File: config.mk
export PLATFORM = sky130hd
export DESIGN_NAME = fst_queue
export DESIGN_NICKNAME = d
export VERILOG_FILES = /design/src/hdl/fst_queue.sv
export SDC_FILE = /design/constraint.sdc
export NUM_CORES = 1
export LEC_CHECK = 0
export BUFFER_PORTS_ARGS = -buffer_cell sky130_fd_sc_hd__buf_2
export CAP_MARGIN = 25
export CORE_MARGIN = 5
export CORE_UTILIZATION = 52
export CTS_CLUSTER_DIAMETER = 80
export DETAILED_ROUTE_END_ITERATION = 8
export PLACE_DENSITY = 0.9
export SYNTH_ARGS = -nofsm -noshare
export SYNTH_HDL_FRONTEND = slang
export SYNTH_SLANG_ARGS = --single-unit
File: constraint.sdc
create_clock -name clk -period 3.1 [get_ports clk]
set_input_delay 0.62 -clock clk [delete_from_list [all_inputs] [get_ports clk]]
set_output_delay 0.62 -clock clk [all_outputs]
set_load 0.01 [all_outputs]
File: src/hdl/fst_queue.sv
// ============================================================================
// fst_queue: short job queue
// Small first-in first-out buffer that decouples the front from the back.
// ============================================================================
`default_nettype none

module fst_queue #(
  parameter int WIDTH = 8,
  parameter int DEPTH = 2
) (
  input  wire logic             clk,
  input  wire logic             rst_n,
  input  wire logic             push,
  input  wire logic [WIDTH-1:0] push_data,
  output logic                  full,
  input  wire logic             pop,
  output logic      [WIDTH-1:0] pop_data,
  output logic                  not_empty
);

  localparam int PTR_W = (DEPTH > 1) ? $clog2(DEPTH) : 1;
  localparam int CNT_W = $clog2(DEPTH + 1);
  localparam logic [PTR_W-1:0] PTR_LAST = PTR_W'(DEPTH - 1);
  localparam logic [CNT_W-1:0] CNT_FULL = CNT_W'(DEPTH);

  logic [WIDTH-1:0] slot_r [DEPTH];
  logic [PTR_W-1:0] wptr_r, wptr_nxt;
  logic [PTR_W-1:0] rptr_r, rptr_nxt;
  logic [CNT_W-1:0] cnt_r, cnt_nxt;

  always_comb begin
    wptr_nxt = wptr_r;
    rptr_nxt = rptr_r;
    cnt_nxt  = cnt_r;
    if (push) begin
      wptr_nxt = (wptr_r == PTR_LAST) ? '0 : wptr_r + PTR_W'(1);
    end
    if (pop) begin
      rptr_nxt = (rptr_r == PTR_LAST) ? '0 : rptr_r + PTR_W'(1);
    end
    if (push && !pop) begin
      cnt_nxt = cnt_r + CNT_W'(1);
    end else if (pop && !push) begin
      cnt_nxt = cnt_r - CNT_W'(1);
    end
  end

  always_ff @(posedge clk) begin
    if (!rst_n) begin
      wptr_r <= '0;
      rptr_r <= '0;
      cnt_r  <= '0;
    end else begin
      wptr_r <= wptr_nxt;
      rptr_r <= rptr_nxt;
      cnt_r  <= cnt_nxt;
    end
  end

  always_ff @(posedge clk) begin
    if (push) begin
      slot_r[wptr_r] <= push_data;
    end
  end

  assign full      = (cnt_r == CNT_FULL);
  assign not_empty = (cnt_r != '0);
  assign pop_data  = slot_r[rptr_r];

endmodule

`default_nettype wire

==> results of run 1 <==
[state kept, by name, indices dropped and copies added, names as in the netlist, named ones only]
name and cells:
cnt_r 2, slot_r 16, wptr_r 1, rptr_r 1
[cell families (layout without fill, tap and decap cells)]
logic type / count (synthesis) / in the layout / synth area share (%)
flops: 21 / 21 / 72.8
compound gates: 3 / 3 / 2.51
xor+xnor: 3 / 3 / 3.30
fa+ha+maj: 1 / 1 / 1.57
simple gates: 9 / 9 / 7.38
buf+inv: 2 / 26 / 1.10
mux: 8 / 8 / 11.3
[critical path, cell delays in order, from the launching register on]
cell,delay [ns]
dfxtp_1,0.56
mux2_2,0.39
buf_2,0.14
[final cells by class]
| class | count | area [µm²] | area share (%) |
|---|---|---|---|
| Multi-Input combinational cell | 24 | 208 | 22.0 |
| Clock buffer | 3 | 22.5 | 2.38 |
| Inverter | 1 | 3.75 | 0.397 |
| Tap cell | 16 | 20.0 | 2.12 |
| Sequential cell | 21 | 581 | 61.5 |
| Clock inverter | 1 | 5.00 | 0.530 |
| Timing Repair Buffer | 21 | 105 | 11.1 |
[metrics by stage]
step                worst slack, ns  cells  power [mW]  hold slack, ns  util, %
finish                         1.08     87       0.535           0.494     64.2
global route                   1.01     87       0.563           0.484     64.2
CTS                            1.07     87       0.540           0.490     64.2
detailed placement             1.36     83       0.415           0.531     62.3
global placement               1.41     83       0.409           0.475     62.3
floorplan                      1.64     47       0.383           0.461        -
[report_power, final]
| part | switching [mW] | internal [mW] |
|---|---|---|
| registers | 0.0116 | 0.322 |
| logic | 0.0328 | 0.0400 |
| clock network | 0.0800 | 0.0482 |
[cells in the mapped netlist (all sizes together)]
| cell | number | area share, % |
|---|---|---|
| or3 | 1 | 0.79 |
| inv | 1 | 0.47 |
| o21a | 1 | 0.94 |
| and2 | 4 | 3.1 |
| xnor2 | 1 | 1.1 |
| ha | 1 | 1.6 |
| mux2 | 8 | 11 |
| buf | 1 | 0.63 |
| dfxtp | 5 | 13 |
| edfxtp | 16 | 60 |
| xor2 | 2 | 2.2 |
| or2 | 1 | 0.79 |
| o21ai | 1 | 0.63 |
| and2b | 1 | 1.1 |
| a21boi | 1 | 0.94 |
| nor2b | 2 | 1.6 |
[worst max path at each step]
| stage | startpoint | to | slack (ns) | depth (start not counted) |
|---|---|---|---|---|
| global route | flop | pop_data[5] | 1.01 | 2 |
| finish | flop | pop_data[5] | 1.08 | 2 |
| detailed placement | push | slot_r[0][3] | 1.36 | 2 |
| CTS | flop | pop_data[5] | 1.07 | 2 |
| global placement | push | slot_r[0][2] | 1.41 | 2 |
| floorplan | pop | cnt_r[1] | 1.64 | 4 |
[metal layers]
layer / vias up / routed length, µm / part of all wire, %
li1: 216 / - / -
met1: 205 / 513 / 39
met2: 17 / 678 / 52
met3: 3 / 88 / 6.7
met4: 0 / 34 / 2.6
met5: - / 0 / 0
==> run metrics, run 1 <==
Total Neg Setup Slack 0 ns; clk sinks 21; die extent in x 49.2 µm; Clock Tree Root clkbuf_4; layout cells sized above 1 49.3%; die area 0.00242 mm²; status finished, final reports clean; TritonCTS clock tree built; DRC Markers 0; RSZ-0062 raised after global routing false; Hold Path Cell Cnt 1; register area share after synthesis 72.8%; #FFs+latches synth 21; Final HPWL DP 1030 µm; # nets final 85; Reg2Reg Setup Slack 1.83 ns; initial cell density of the core 54.2%; reg2reg path depth 1; Peak VDD IR 0.337 mV; busiest layer in global routing met2; number of fillers in the final layout 121; number of global-route vias before repair 486; Setup Viol. Count Final 0; routed len/inst 15.1 µm; Antenna diodes 0; clock buffer depth 2; largest net degree at the start of global routing 13; Pleak 0.384 nW; max cap viols 0; worst skew pair latency 0.31 ns; crit path DAT 1.40 ns; average cell area after synthesis 17.0 µm²; M2 GR Usage 20.4%; worst flop-to-flop path endpoint slot_r[0][4]; RR Startpoint wptr_r; clock skew 0.00687 ns; I/O pin cnt 22; # H-tree levels 1; Worst EP required 2.48 ns; global-route wire length before repair 2240 µm; Placed Area 917 µm²; pins over their slew limit 0; Rel. slew slack 50.4%; GP Congestion 0.627; met3 usage 2.45%; Mapped Area 797 µm²; Worst Hold Class input port to flop; core area 0.00147 mm²; commonest non-fill, non-tap cell in the layout buf_2; vias per cell 5.07; row count 14; post-CTS setup buffer count 0; Critical Path End Type output pin; via count 441; Tot GR Track Use 12.2%; post-cts resize count 0; highest clock rate 495 MHz; DIE HEIGHT 49.2 µm; Netlist cell types 16; synthesis-to-layout area growth 18.5%; Congestion Overflow GR 0; total nets after synthesis 60; initial antenna violation count 0; Post-Synthesis Cells 47; crit-path max FO 8; port buffer count 21; launching element type of the critical path flop; final WL 1310 µm; Initial DRC Count 7; Num CTS Buffers 3; Pwr Density 566 mW/mm²; Min-Delay Startpoint push_data[3]; Min-Delay Endpoint slot_r[1][3]; YS warnings 0; Hold Vio Cnt, Final 0; Final min period 2.02 ns; 1st-pass router iterations 4; Worst-path clk slew 0.11 ns; Final ANT Viol Nets 0; most frequent cells in the layout buf_2 (21), edfxtp_1 (16), mux2_2 (8); Tcrit/Tclk final 65.1%; Slew @ Worst Pin 0.742 ns; critical path type flop to output pin; post-route cell area 945 µm²; CTS Hold Bufs 0; M1 GR Usage 14.3%
No activity file was read; power rests on OpenSTA's default activity.
==> inputs of run 2 (changes only) <==
ABC_AREA = 1   (was default)
CORE_UTILIZATION = 49   (was 52)
PLACE_DENSITY = 0.86   (was 0.9)
clock period = 2 ns   (was 3.1 ns; I/O delays follow)
==> run metrics, run 2 <==
worst slack, placed 0.503 ns; Netlist cell types 14; vias per cell 4.94; total nets after synthesis 73; critical path type flop to output pin; commonest non-fill, non-tap cell in the layout buf_2; die extent in x 51.5 µm; register area share after synthesis 68.9%; pins over their slew limit 0; Pleak 0.454 nW; Mapped Area 842 µm²; Worst Hold Class input port to flop; I/O pin cnt 22; row count 15; # nets final 99; number of fillers in the final layout 135; Initial DRC Count 7; Tcrit/Tclk final 90.3%; Final HPWL DP 931 µm; Pwr Density 820 mW/mm²; Antenna diodes 0; Tot GR Track Use 9.95%; Hold Vio Cnt, Final 0; initial antenna violation count 0; Worst Slack Setup Final 0.195 ns; post-synth top area cell edfxtp_1; Synth Flop Type edfxtp_1; EDFF count, synth 16; layout cells sized above 1 42.4%; Final ANT Viol Nets 0; Num CTS Buffers 3; initial cell density of the core 50.4%; most frequent cells in the layout buf_2 (21), edfxtp_1 (16), mux2_4 (8), nor2_1 (8), nand2_1 (8); Worst-path clk slew 0.11 ns; routed len/inst 11.6 µm; global-route wire length before repair 1890 µm; post-cts resize count 0; Rel. slew slack 67.7%; port buffer count 21; Critical Path End Type output pin; DIE HEIGHT 51.5 µm; max cap viols 0; Final min period 1.81 ns; Peak VDD IR 0.385 mV; die area 0.00265 mm²; Core Util, Final 59.4%; Post-Synthesis Cells 60; clock buffer depth 2; Most flops, register slot_r; #FFs+latches synth 21; # H-tree levels 1; average cell area after synthesis 14.0 µm²; YS warnings 0; crit-path max FO 8; Clock Tree Root clkbuf_4; largest net degree at the start of global routing 13; Setup Viol. Count Final 0; RSZ-0062 raised after global routing false; Synth top area share 57.1%; synthesis-to-layout area growth 17.8%; RR Startpoint wptr_r; number of global-route vias before repair 459; 1st-pass router iterations 2; reg2reg path depth 2; TritonCTS clock tree built; Worst EP required 1.60 ns; launching element type of the critical path flop; highest clock rate 554 MHz; Post-synth top cells edfxtp_1 (16), mux2_4 (8), nand2_1 (8), nor2_1 (8), inv_1 (7); fraction of registers with async set/reset 0%; worst skew pair latency 0.29 ns; GP Congestion 0.657; core area 0.00167 mm²; Reg2Reg Setup Slack 1.00 ns; CTS Hold Bufs 0; biggest regs slot_r x16, cnt_r x2; Largest register FFs 16; Min-Delay Endpoint slot_r[0][7]; Total Neg Setup Slack 0 ns; top-count cell post-synth edfxtp_1; clk sinks 21; worst flop-to-flop path endpoint slot_r[1][5]; top cells by area, synth edfxtp_1 (57%), mux2_4 (14%), dfxtp_1 (12%); Congestion Overflow GR 0; crit path DAT 1.41 ns; post-CTS setup buffer count 0; via count 504; Slew @ Worst Pin 0.484 ns; status finished, final reports clean; Placed Area 965 µm²; post-route cell area 992 µm²; Hold Path Cell Cnt 1; clock skew 0.000703 ns; Min-Delay Startpoint push_data[7]; final WL 1190 µm; DRC Markers 0
[run 2: cell count changes in the layout (fill, tap and decap cells not counted), sizes merged, moves of 2 or more]
cell,delta
inv,+7
nor2b,-2
nor2,+8
xor2,-2
and2,-4
nand2,+9
[run 2: worst max-delay path: stages, from the launching register on]
cell,delay (ns)
dfxtp_1,0.64
mux2_4,0.34
buf_2,0.14
[run 2: final cells by class]
class / instances / area, µm² / share of cell area, %
sequential: 21 / 581 / 58.5
multi-input combinational: 30 / 220 / 22.2
timing repair buffer: 22 / 113 / 11.3
inverter: 8 / 30.0 / 3.03
clock buffer: 3 / 22.5 / 2.27
tap: 17 / 21.3 / 2.14
clock inverter: 1 / 5.00 / 0.504
[run 2: worst max path at each step]
stage / start / end / cells past startpoint / slack, ns
finish: flop / pop_data[2] / 2 / 0.19
global route: flop / pop_data[3] / 2 / 0.1
CTS: flop / pop_data[2] / 2 / 0.16
detailed placement: flop / pop_data[2] / 2 / 0.50
global placement: flop / pop_data[3] / 2 / 0.51
floorplan: flop / pop_data[0] / 2 / 0.84
[run 2: routing by layer]
layer | vias to the layer above | global-route usage (%) | part of all wire [%]
li1 | 252 | - | -
met1 | 235 | 10.9 | 41
met2 | 15 | 16.5 | 51
met3 | 2 | 3.79 | 7.3
met4 | 0 | 5.24 | 0.68
met5 | - | 0 | 0
[run 2: power breakdown]
group / switching (mW) / internal (mW)
registers: 0.0154 / 0.498
clock network: 0.115 / 0.0743
logic: 0.0537 / 0.0581
total: 0.184 / 0.630
[run 2: cell families after synthesis]
group,after synthesis,synth area share (%)
mux,8,14.3
compound gates,2,1.19
fa+ha+maj,1,1.49
simple gates,19,9.21
flops,21,68.9
buf+inv,9,4.90
[run 2: stage by stage]
| stage | instances | total power [mW] | hold slack, ns |
|---|---|---|---|
| detailed placement | 98 | 0.638 | 0.494 |
| CTS | 102 | 0.830 | 0.277 |
| global placement | 98 | 0.631 | 0.478 |
| floorplan | 60 | 0.594 | 0.463 |
| finish | 102 | 0.814 | 0.290 |
| global route | 102 | 0.861 | 0.271 |
==> inputs of run 3 (changes only) <==
CELL_PAD_IN_SITES_DETAIL_PLACEMENT = 1   (was default)
CELL_PAD_IN_SITES_GLOBAL_PLACEMENT = 2   (was default)
CORE_UTILIZATION = 33   (was 49)
PLACE_DENSITY = default   (was 0.86)
PLACE_DENSITY_LB_ADDON = 0.1   (was default)
==> run metrics, run 3 (same netlist as run 2, synthesis figures left out) <==
clock buffer depth 2; via count 487; RSZ-0062 raised after global routing false; clock skew 0.00102 ns; register area 581 µm²; highest clock rate 548 MHz; worst skew pair latency 0.29 ns; largest net degree at the start of global routing 13; Most flops, register slot_r; number of global-route vias before repair 499; most frequent cells in the layout buf_2 (21), edfxtp_1 (16), mux2_4 (8), nor2_1 (8), nand2_1 (8); Final min period 1.83 ns; Antenna diodes 0; M1 GR Usage 10.2%; final WL 1370 µm; Total Neg Setup Slack 0 ns; vias per cell 4.23; Worst EP required 1.60 ns; Congestion Overflow GR 0; die area 0.00366 mm²; Final HPWL DP 1090 µm; CTS Hold Bufs 0; launching element type of the critical path flop; Initial DRC Count 9; I/O pin cnt 22; initial antenna violation count 0; crit path DAT 1.43 ns; Peak VDD IR 0.430 mV; clk sinks 21; Multi-input gate area 220 µm²; status finished, final reports clean; Hold Vio Cnt, Final 0; # nets final 99; Tcrit/Tclk final 91.3%; critical path type flop to output pin; post-CTS setup buffer count 0; M2 GR Usage 14.4%; Tot GR Track Use 8.48%; Pleak 0.454 nW; number of fillers in the final layout 280; Largest register FFs 16; Rel. slew slack 66.5%; Worst Slack Setup Final 0.175 ns; Final ANT Viol Nets 0; global-route wire length before repair 2200 µm; routed len/inst 11.9 µm; layout cells sized above 1 42.4%; port buffer count 21; post-layout power 823 µW; met3 usage 2.13%; GP Congestion 0.675; Num CTS Buffers 3; biggest regs slot_r x16, cnt_r x2; DIE HEIGHT 60.5 µm; die extent in x 60.5 µm; post-cts resize count 0; # H-tree levels 1; initial cell density of the core 34.3%; Pwr Density 816 mW/mm²; Worst Hold Class input port to flop; Clock Tree Root clkbuf_4; row count 18; core area 0.00245 mm²; synthesis-to-layout area growth 19.8%; TritonCTS clock tree built; 1st-pass router iterations 2; Worst-path clk slew 0.11 ns; max cap viols 0; crit-path max FO 8; Slew @ Worst Pin 0.502 ns; Setup Viol. Count Final 0; DRC Markers 0; Hold Path Cell Cnt 1; worst slack, placed 0.485 ns; commonest non-fill, non-tap cell in the layout buf_2; Critical Path End Type output pin; reg2reg path depth 2; pins over their slew limit 0; busiest layer in global routing met2
==> run 3: cell counts in the layout (fill, tap and decap cells not counted) <==
No cell type changed its count.
==> run 3: power breakdown <==
part | switching, mW | total (mW) | internal, mW
clock | 0.123 | 0.198 | 0.0743
combinational | 0.0543 | 0.112 | 0.0580
sequential | 0.0157 | 0.513 | 0.498
total | 0.193 | 0.823 | 0.630
==> run 3: cell type report <==
type	count	area share (%)
clock buffers	3	2.23
clock inverters	1	0.496
inverters	8	2.98
multi-input cells	30	21.8
flip-flops and latches	21	57.6
well taps	30	3.72
repair buffers	22	11.2
==> run 3: worst paths after layout <==
kind,from,to,slack [ns]
worst max-delay path,flop,pop_data[7],0.17
worst min-delay path,push_data[5],slot_r[0][5],0.29
worst max register to register,wptr_r,slot_r[1][1],0.98
worst min register to register,wptr_r,wptr_r,0.52
==> run 3: per-stage QoR <==
stage / instance area [µm²] / utilization (%) / std cells / hold WS (ns)
after global placement: 981 / 40.0 / 111 / 0.486
after detailed placement: 981 / 40.0 / 111 / 0.503
after floorplan: 842 / - / 60 / 0.463
final: 1010 / 41.1 / 115 / 0.287
after CTS: 1010 / 41.1 / 115 / 0.276
after global routing: 1010 / 41.1 / 115 / 0.262
==> run 3: per-layer routing <==
layer	wire (µm)	vias to the layer above	part of all wire, %
met5	0	-	0
met4	12	0	0.87
met3	114	2	8.3
met2	698	13	51
met1	547	220	40
li1	-	252	-
==> run 3: worst max-delay path: stages, from the launching register on <==
cell     delay, ns
dfxtp_1       0.65
mux2_4        0.34
buf_2         0.14
