### src/hdl/fst_pkg.sv
// ============================================================================
// fst_pkg: shared types and constants of the flow statistics table
// Beat types of both channels, event codes, job type between the front and
// back parts, and the saturating counter helper.
// ============================================================================
`default_nettype none

package fst_pkg;

  localparam int FLOW_SLOTS_DEF = 256;
  localparam int TIME_WIDTH_DEF = 32;
  localparam int QUEUE_DEPTH    = 2;

  localparam int ID_W   = 8;
  localparam int CODE_W = 3;
  localparam int EVT_W  = 32;
  localparam int CTR_W  = 32;
  localparam int NUM_W  = 9;

  localparam logic [CODE_W-1:0] CODE_SEND = 3'd0;
  localparam logic [CODE_W-1:0] CODE_RECV = 3'd3;
  localparam logic [CODE_W-1:0] CODE_DROP = 3'd4;

  localparam logic [NUM_W-1:0] NUM_MAX = '1;
  localparam logic [CTR_W-1:0] CTR_MAX = '1;

  typedef enum logic [2:0] {
    OP_LEARN,
    OP_SEND,
    OP_RECV,
    OP_DROP,
    OP_NONE
  } op_t;

  typedef struct packed {
    logic [ID_W-1:0]   flow_id;
    logic [CODE_W-1:0] event_code;
    logic [EVT_W-1:0]  event_time;
  } flow_event_t;

  typedef struct packed {
    logic             flow_found;
    logic             flow_created;
    logic [CTR_W-1:0] sent_total;
    logic [CTR_W-1:0] received_total;
    logic [CTR_W-1:0] lost_total;
    logic [NUM_W-1:0] active_flow_count;
    logic [NUM_W-1:0] known_flow_count;
  } flow_result_t;

  // One classified event as it waits in the queue between front and back.
  typedef struct packed {
    logic             in_range;
    op_t              op;
    logic [ID_W-1:0]  flow_id;
    logic [EVT_W-1:0] event_time;
  } job_t;

  function automatic logic [CTR_W-1:0] sat_inc(input logic [CTR_W-1:0] v);
    sat_inc = (v == CTR_MAX) ? v : v + CTR_W'(1);
  endfunction

endpackage

`default_nettype wire

### src/hdl/fst_front.sv
// ============================================================================
// fst_front: event intake and classification
// Holds the pass mode register, accepts event beats and turns each into a
// job with its operation and table range check.
// ============================================================================
`default_nettype none

module fst_front #(
  parameter int FLOW_SLOTS = fst_pkg::FLOW_SLOTS_DEF
) (
  input  wire logic                clk,
  input  wire logic                rst_n,
  input  wire logic                cfg_we,
  input  wire logic                cfg_wdata,
  input  wire logic                in_valid,
  output logic                     in_ready,
  input  wire fst_pkg::flow_event_t in_data,
  input  wire logic                q_full,
  input  wire logic                clr_busy,
  output logic                     q_push,
  output fst_pkg::job_t            q_data
);

  import fst_pkg::*;

  logic        pass_mode_r;
  logic [31:0] id_ext;
  op_t         op;

  always_ff @(posedge clk) begin
    if (!rst_n) begin
      pass_mode_r <= 1'b0;
    end else if (cfg_we) begin
      pass_mode_r <= cfg_wdata;
    end
  end

  always_comb begin
    if (!pass_mode_r) begin
      op = OP_LEARN;
    end else begin
      case (in_data.event_code)
        CODE_SEND: op = OP_SEND;
        CODE_RECV: op = OP_RECV;
        CODE_DROP: op = OP_DROP;
        default:   op = OP_NONE;
      endcase
    end
  end

  assign id_ext = {{(32 - ID_W){1'b0}}, in_data.flow_id};

  assign in_ready          = !q_full && !clr_busy;
  assign q_push            = in_valid && in_ready;
  assign q_data.in_range   = (id_ext < 32'(FLOW_SLOTS));
  assign q_data.op         = op;
  assign q_data.flow_id    = in_data.flow_id;
  assign q_data.event_time = in_data.event_time;

endmodule

`default_nettype wire

### config.mk
export PLATFORM = sky130hd
export DESIGN_NAME = fst_front
export DESIGN_NICKNAME = d
export VERILOG_FILES = /design/src/hdl/fst_pkg.sv /design/src/hdl/fst_front.sv
export SDC_FILE = /design/constraint.sdc
export NUM_CORES = 1
export LEC_CHECK = 0
export BUFFER_PORTS_ARGS = -buffer_cell sky130_fd_sc_hd__buf_2
export CAP_MARGIN = 20
export CORE_MARGIN = 4
export CORE_UTILIZATION = 22
export CTS_CLUSTER_SIZE = 40
export DETAILED_ROUTE_END_ITERATION = 8
export GPL_ROUTABILITY_DRIVEN = 0
export MAX_ROUTING_LAYER = met4
export PLACE_DENSITY = 0.85
export SYNTH_ARGS = -nofsm -noshare
export SYNTH_HDL_FRONTEND = slang
export SYNTH_SLANG_ARGS = --single-unit
### constraint.sdc
create_clock -name clk -period 0.8 [get_ports clk]
set_input_delay 0 -clock clk [delete_from_list [all_inputs] [get_ports clk]]
set_output_delay 0 -clock clk [all_outputs]
set_load 0.02 [all_outputs]
==> results of run 1 <==
through the flow:
| step | util (%) | instance area [um^2] | hold slack, ns | setup slack, ns |
|---|---|---|---|---|
| 6_report | 12.2 | 213 | 0.00000885 | 0.0206 |
| 5_1_grt | 12.2 | 213 | 0.0000293 | -0.0233 |
| 3_5_place_dp | 11.7 | 204 | 0.000137 | -0.0619 |
| 4_1_cts | 12.0 | 210 | 0.000137 | 0.0129 |
| 3_3_place_gp | 11.7 | 204 | 0.000137 | 0.00972 |
| 2_1_floorplan | - | 410 | 0.0511 | 0.00695 |
metal layers:
metal | track usage (%) | share of wire (%) | vias up
met5 | - | 0 | -
met4 | 4.48 | 7.9 | 0
met3 | 3.21 | 21 | 16
met2 | 8.37 | 46 | 38
met1 | 2.96 | 25 | 76
li1 | - | - | 75
cell usage after synthesis (all sizes together):
cell	n	share of area, %
a31oi	1	1.5
and2	1	1.5
buf	41	76
conb	1	0.93
dfxtp	1	4.9
inv	1	0.93
mux2i	1	2.5
nand2	1	0.93
nand4b	1	2.2
nor2	1	0.93
nor2b	1	1.5
nor3b	1	1.9
o21ai	1	1.2
o31ai	1	3.1
logic make-up after synthesis:
group	after synthesis	share of synthesized area (%)
flops	1	4.94
mux	1	2.47
buf+inv	42	76.9
simple gates	6	8.95
other cells	1	0.925
compound gates	3	5.86
layout make-up:
type | instances | share of cell area, %
Inverter | 1 | 1.76
Multi-Input combinational cell | 11 | 38.2
Sequential cell | 1 | 10.0
Tap cell | 25 | 14.7
Timing Repair Buffer | 14 | 35.3
path summary, 6_finish.rpt:
check	start	to	slack, ns	cells past startpoint
min	in_data[4]	q_data[4]	0.000009	0
max	pass_mode_r	q_data[41]	0.02	3
min reg2reg	pass_mode_r	pass_mode_r	0.56	2
max reg2reg	pass_mode_r	pass_mode_r	0.16	2
worst max-delay path, stage by stage (launching register included):
cell     delay, ns
dfxtp_2       0.34
nand2_2       0.06
o31ai_2       0.19
buf_4         0.19
where the power goes:
group          internal, mW  total (mW)  switching, mW
registers            0.0546      0.0582        0.00362
logic                0.0352      0.0781         0.0429
clock network             0           0              0
total                0.0898       0.136         0.0465
==> impl_metrics.py, run 1 <==
metrics = {
    "status": {
        "outcome": "finished, final reports clean",
    },
    "cts": {
        "insertion_delay_ns": 0,
        "cts_setup_buffers": 0,
        "post_cts_resized": 3,
        "clk_pin_slew_ns": 0,
        "hold_buffers": 0,
    },
    "setup_path": {
        "end_kind": "output pin",
        "startpoint_type": "register",
        "arrival_ns": 0.78,
        "critical_path_class": "register to output pin",
        "cp_max_fo": 5,
        "critPathRequiredTime_ns": 0.80,
    },
    "timing": {
        "slew_violations": 0,
        "fin_skew_ns": 0,
        "setup_tns_ns": 0,
        "finalCriticalPeriod_ns": 0.779,
        "timing.final.crit_share_pct": 97.4,
        "fmax_mhz": 1280,
        "rsz0062_at_grt": "true",
        "finalSetupViolCount": 0,
        "hold_viol": 0,
    },
    "route": {
        "drc": 0,
        "routedWlPerCell_um": 13.8,
        "wirelength_um": 720,
        "ant_nets": 0,
        "vias": 205,
        "viasPerCell": 3.94,
        "firstDrtPassIters": 1,
        "drtIter0Drc": 0,
    },
    "floorplan": {
        "ioPinCount": 96,
        "rows": 15,
        "dieWidth_um": 50.9,
        "coreArea_um2": 1750,
        "die_height_um": 50.9,
        "dieArea_um2": 2590,
        "start_util_pct": 23.2,
    },
    "power_and_ir_drop": {
        "p_leak_nw": 0.103,
        "power_mw": 0.136,
        "ir_drop_v": 0.000147,
        "power_density_nw_per_um2": 641,
    },
    "synth": {
        "yosysWarningCount": 0,
        "syn_nets": 104,
        "synth-seq-cells": 1,
        "postSynthCellCount": 54,
        "syn_area_um2": 405,
        "yosysUniqueCellTypes": 14,
        "seq_area_frac_synth_pct": 4.94,
        "synth_area_per_cell_um2": 7.51,
    },
    "global_routing": {
        "antenna_found_initial": 0,
        "overflow": 0,
        "grt_pass1_vias": 212,
        "globalRouteTotalUtil_pct": 4.79,
        "grt_max_degree": 6,
        "grt_pass1_wl_um": 945,
    },
    "finish": {
        "final-instance-count-excl-fill": 52,
        "synthToLayoutAreaGrowth_pct": -47.5,
        "multi_input_area_um2": 81.3,
        "final_common_cell": "buf_2",
        "regMostFlops": "pass_mode_r",
        "n_fill_cell": 199,
        "reg_top3": "pass_mode_r (1)",
        "largest_reg_flops": 1,
        "regArea_um2": 21.3,
        "diodes": 0,
        "layout_common_cells": "12 x buf_2, 2 x buf_4",
        "layout-drive-gt1-share_pct": 66.7,
        "nNetsFinal": 79,
    },
    "flow_run": {
        "max_cap_violations": 0,
    },
    "place": {
        "dp.cells": 52,
        "dpl.hpwl_um": 624,
        "io_buffers": 14,
    },
    "min_path": {
        "min_path_type": "input port to output pin",
    },
}
(Power assumes the default switching activity.)
==> run 2, diff against run 1 <==
CORE_UTILIZATION = 24   (was 22)
PLACE_DENSITY = 0.91   (was 0.85)
clock period = 0.9 ns   (was 0.8 ns; I/O delays follow)
==> run 2 against run 1 <==
Compared with the run above: die area fell by 7.0%; highest routed layer unchanged; via count fell by 12%; sequential share of layout area rose by 0.67 points; largest cell class unchanged; combinational power fell by 19%.
==> impl_metrics.py, run 2 (synthesis gave the netlist of run 1 again) <==
metrics = {
    "power_and_ir_drop": {
        "p_leak_nw": 0.100,
        "seq_power_share_pct": 44.6,
        "ir_drop_v": 0.000288,
        "power.share.clock_pct": 0,
        "power_density_nw_per_um2": 606,
        "pwr-share-comb_pct": 55.4,
        "intPower_mw": 0.0765,
        "swShare_pct": 32.7,
        "power_switching_mw": 0.0371,
    },
    "place": {
        "dp.cells": 43,
        "dpl.hpwl_um": 414,
        "io_buffers": 14,
    },
    "finish": {
        "regMostFlops": "pass_mode_r",
        "largest_reg_flops": 1,
        "layout-drive-gt1-share_pct": 55.6,
        "diodes": 0,
        "nNetsFinal": 79,
        "n_fill_cell": 172,
        "final-instance-count-excl-fill": 43,
        "synthToLayoutAreaGrowth_pct": -53.7,
        "final_common_cell": "buf_2",
        "reg_top3": "pass_mode_r (1)",
    },
    "setup_path": {
        "path_buf_inv": 1,
        "cp_max_fo": 5,
        "arrival_ns": 0.79,
        "critPathRequiredTime_ns": 0.90,
        "slowest_stage": "dfxtp_1",
        "crit_path_max_incr_delay_ns": 0.36,
        "end_kind": "output pin",
        "rr_startpoint": "pass_mode_r",
        "startpoint": "pass_mode_r",
        "path_cells": "nand2_1, o31ai_2, buf_2",
        "critical_path_class": "register to output pin",
        "critPathTopFamily": "flip-flops",
        "startpoint_type": "register",
    },
    "route": {
        "drc": 0,
        "viasPerCell": 4.19,
        "vias": 180,
        "routedWlPerCell_um": 11.5,
        "wirelength_um": 496,
        "drtIter0Drc": 0,
        "firstDrtPassIters": 1,
        "ant_nets": 0,
    },
    "timing": {
        "finalSetupViolCount": 0,
        "setup_tns_ns": 0,
        "slew_violations": 0,
        "rsz0062_at_grt": "false",
        "finalCriticalPeriod_ns": 0.791,
        "fin_skew_ns": 0,
        "timing.final.crit_share_pct": 87.9,
        "hold_viol": 0,
        "fmax_mhz": 1260,
    },
    "flow_run": {
        "max_cap_violations": 0,
    },
    "floorplan": {
        "rows": 14,
        "dieWidth_um": 49.1,
        "start_util_pct": 26.0,
        "coreArea_um2": 1560,
        "ioPinCount": 96,
        "die_height_um": 49.1,
        "dieArea_um2": 2410,
    },
    "cts": {
        "clk_pin_slew_ns": 0,
        "insertion_delay_ns": 0,
        "post_cts_resized": 0,
        "hold_buffers": 0,
        "cts_setup_buffers": 0,
    },
    "global_routing": {
        "globalRouteTotalUtil_pct": 3.58,
        "overflow": 0,
        "grt_max_degree": 6,
        "grt_pass1_wl_um": 745,
        "grt_pass1_vias": 182,
        "antenna_found_initial": 0,
    },
    "status": {
        "outcome": "finished, final reports clean",
    },
    "min_path": {
        "hp-start": "in_data[9]",
        "min_path_type": "input port to output pin",
    },
}
-- run 2: cell type report --
| type | count | area, um^2 | area share, % |
|---|---|---|---|
| Sequential cell | 1 | 20.0 | 10.7 |
| Tap cell | 16 | 20.0 | 10.7 |
| Inverter | 1 | 3.75 | 2.00 |
| Timing Repair Buffer | 14 | 70.1 | 37.3 |
| Multi-Input combinational cell | 11 | 73.8 | 39.3 |
-- run 2: final timing paths --
check / to / slack, ns / depth (start not counted)
worst max-delay path: q_data[41] / 0.11 / 3
worst min-delay path: q_data[9] / 0.000009 / 0
worst max register to register: pass_mode_r / 0.28 / 2
worst min register to register: pass_mode_r / 0.56 / 2
-- run 2: routing by layer --
metal / global-route usage [%] / vias to the layer above / wire length [um]
li1: - / 74 / -
met1: 1.99 / 69 / 116
met2: 4.91 / 29 / 238
met3: 4.59 / 8 / 115
met4: 3.32 / 0 / 25
met5: - / - / 0
-- run 2: worst register-to-register path, cell delays in order (launching register included) --
cell and delay, ns:
dfxtp_1 0.32, mux2i_1 0.13, nor2b_1 0.06
-- run 2: metrics by stage --
step	hold WS [ns]	worst slack (ns)	utilization (%)	total power, mW	area (um^2)
detailed placement	0.000137	0.107	12.0	0.114	188
global placement	0.000137	0.141	12.0	0.112	188
CTS	0.000137	0.103	12.0	0.114	188
global route	0.0000293	0.0423	12.0	0.121	188
finish	0.00000883	0.109	12.0	0.114	188
floorplan	0.0796	0.00823	-	0.343	405
-- run 2: power groups by stage --
| stage | registers, mW | clock network (mW) | logic, mW |
|---|---|---|---|
| detailed placement | 0.0506 | 0 | 0.0633 |
| floorplan | 0.0501 | 0 | 0.292 |
| finish | 0.0507 | 0 | 0.0629 |
| global placement | 0.0502 | 0 | 0.0620 |
| CTS | 0.0507 | 0 | 0.0635 |
| global route | 0.0510 | 0 | 0.0695 |
==> run 3, diff against run 2 <==
REMOVE_ABC_BUFFERS = 1   (was not set)
==> run 3 against run 2 <==
Compared with the run above: sequential power about the same; setup slack better by 0.0011 ns; global-route usage is 15 points higher; hold slack about the same; routed wire length rose to 4.6 times the previous value; maximum frequency rose by 0.14%; combinational power grew 2%; critical path depth stayed put; design area did not move.
==> impl_metrics.py, run 3 (synthesis gave the netlist of run 1 again) <==
metrics = {
    "timing": {
        "fmax_mhz": 1270,
        "fin_skew_ns": 0,
        "finalCriticalPeriod_ns": 0.790,
        "timing.final.crit_share_pct": 87.8,
        "hold_viol": 0,
        "slew_violations": 0,
        "rsz0062_at_grt": "false",
        "setup_tns_ns": 0,
        "worst_slack_ns": 0.110,
        "timing.hold.ws_ns": 0.000290,
        "finalSetupViolCount": 0,
    },
    "setup_path": {
        "slowest_stage": "dfxtp_1",
        "startpoint_type": "register",
        "arrival_ns": 0.79,
        "critPathRequiredTime_ns": 0.90,
        "critical_path_class": "register to output pin",
        "r2r_cells": 2,
        "cp_max_fo": 5,
        "path_cells": "nand2_1, o31ai_2, buf_2",
        "end_kind": "output pin",
        "crit_path_max_incr_delay_ns": 0.35,
    },
    "finish": {
        "synthToLayoutAreaGrowth_pct": -53.7,
        "diodes": 0,
        "layout-drive-gt1-share_pct": 55.6,
        "nNetsFinal": 79,
        "largest_reg_flops": 1,
        "final_cell_area_um2": 188,
        "regMostFlops": "pass_mode_r",
        "reg_top3": "pass_mode_r (1)",
        "final_common_cell": "buf_2",
    },
    "cts": {
        "cts_setup_buffers": 0,
        "hold_buffers": 0,
        "insertion_delay_ns": 0,
        "post_cts_resized": 0,
        "clk_pin_slew_ns": 0,
    },
    "power_and_ir_drop": {
        "seq_power_share_pct": 44.2,
        "intPower_mw": 0.0766,
        "p_leak_nw": 0.100,
        "power_density_nw_per_um2": 611,
        "power_switching_mw": 0.0381,
        "ir_drop_v": 0.000283,
        "swShare_pct": 33.2,
        "power.share.clock_pct": 0,
        "pwr-share-comb_pct": 55.8,
    },
    "route": {
        "wirelength_mm": 2.26,
        "viasPerCell": 4.93,
        "ant_nets": 0,
        "routedWlPerCell_um": 52.5,
        "firstDrtPassIters": 4,
        "vias": 212,
        "drtIter0Drc": 2,
        "drc": 0,
    },
    "floorplan": {
        "die_height_um": 49.1,
        "start_util_pct": 26.0,
        "rows": 14,
        "dieArea_um2": 2410,
        "dieWidth_um": 49.1,
        "coreArea_um2": 1560,
        "ioPinCount": 96,
    },
    "place": {
        "dpl.hpwl_mm": 2.21,
        "dpl_worst_slack_ns": 0.102,
        "io_buffers": 14,
        "dpl-instance-area_um2": 188,
    },
    "status": {
        "outcome": "finished, final reports clean",
    },
    "global_routing": {
        "grt_pass1_vias": 218,
        "overflow": 0,
        "antenna_found_initial": 0,
        "grt_pass1_wl_mm": 2.73,
        "globalRouteTotalUtil_pct": 18.6,
        "grt_max_degree": 6,
    },
    "flow_run": {
        "max_cap_violations": 0,
    },
    "min_path": {
        "min_path_type": "input port to output pin",
        "whs_path_depth": 0,
    },
}
==> run 3: cell counts in the layout (fill, tap and decap cells not counted) <==
No cell type changed its count.
==> run 3: final cells by class <==
| cell class | count | area [um^2] |
|---|---|---|
| multi-input combinational | 11 | 73.8 |
| inverter | 1 | 3.75 |
| tap | 16 | 20.0 |
| fill | 179 | 1370 |
| sequential | 1 | 20.0 |
| timing repair buffer | 14 | 70.1 |
==> run 3: critical path: cells and delay by family, from the launching register on <==
| family | cells | cell delay (ns) |
|---|---|---|
| compound gates | 1 | 0.16 |
| buf+inv | 1 | 0.20 |
| simple gates | 1 | 0.08 |
| flops | 1 | 0.35 |
==> run 3: per-layer routing <==
layer  track usage (%)  wire length [um]
met1              11.3               428
met2              27.2               977
met3              31.2               852
met4                 0                 0
met5                 -                 0
==> run 3: through the flow <==
step	cells	power [mW]	util, %
final	43	0.115	12.0
after global routing	43	0.122	12.0
after CTS	43	0.116	12.0
after detailed placement	43	0.116	12.0
after global placement	43	0.114	12.0
after floorplan	13	0.0796	-
==> run 3: power groups by stage <==
stage	Clock, mW	Combinational, mW	Sequential, mW
floorplan	0	0.0295	0.0501
global placement	0	0.0632	0.0503
detailed placement	0	0.0648	0.0507
CTS	0	0.0650	0.0507
global route	0	0.0713	0.0512
finish	0	0.0640	0.0507
==> run 3: path summary, 6_finish.rpt <==
check                    from  slack [ns]     endpoint
setup reg to reg  pass_mode_r        0.28  pass_mode_r
hold / removal    in_data[21]      0.0003   q_data[21]
hold reg to reg   pass_mode_r        0.56  pass_mode_r
setup / recovery  pass_mode_r        0.11   q_data[41]
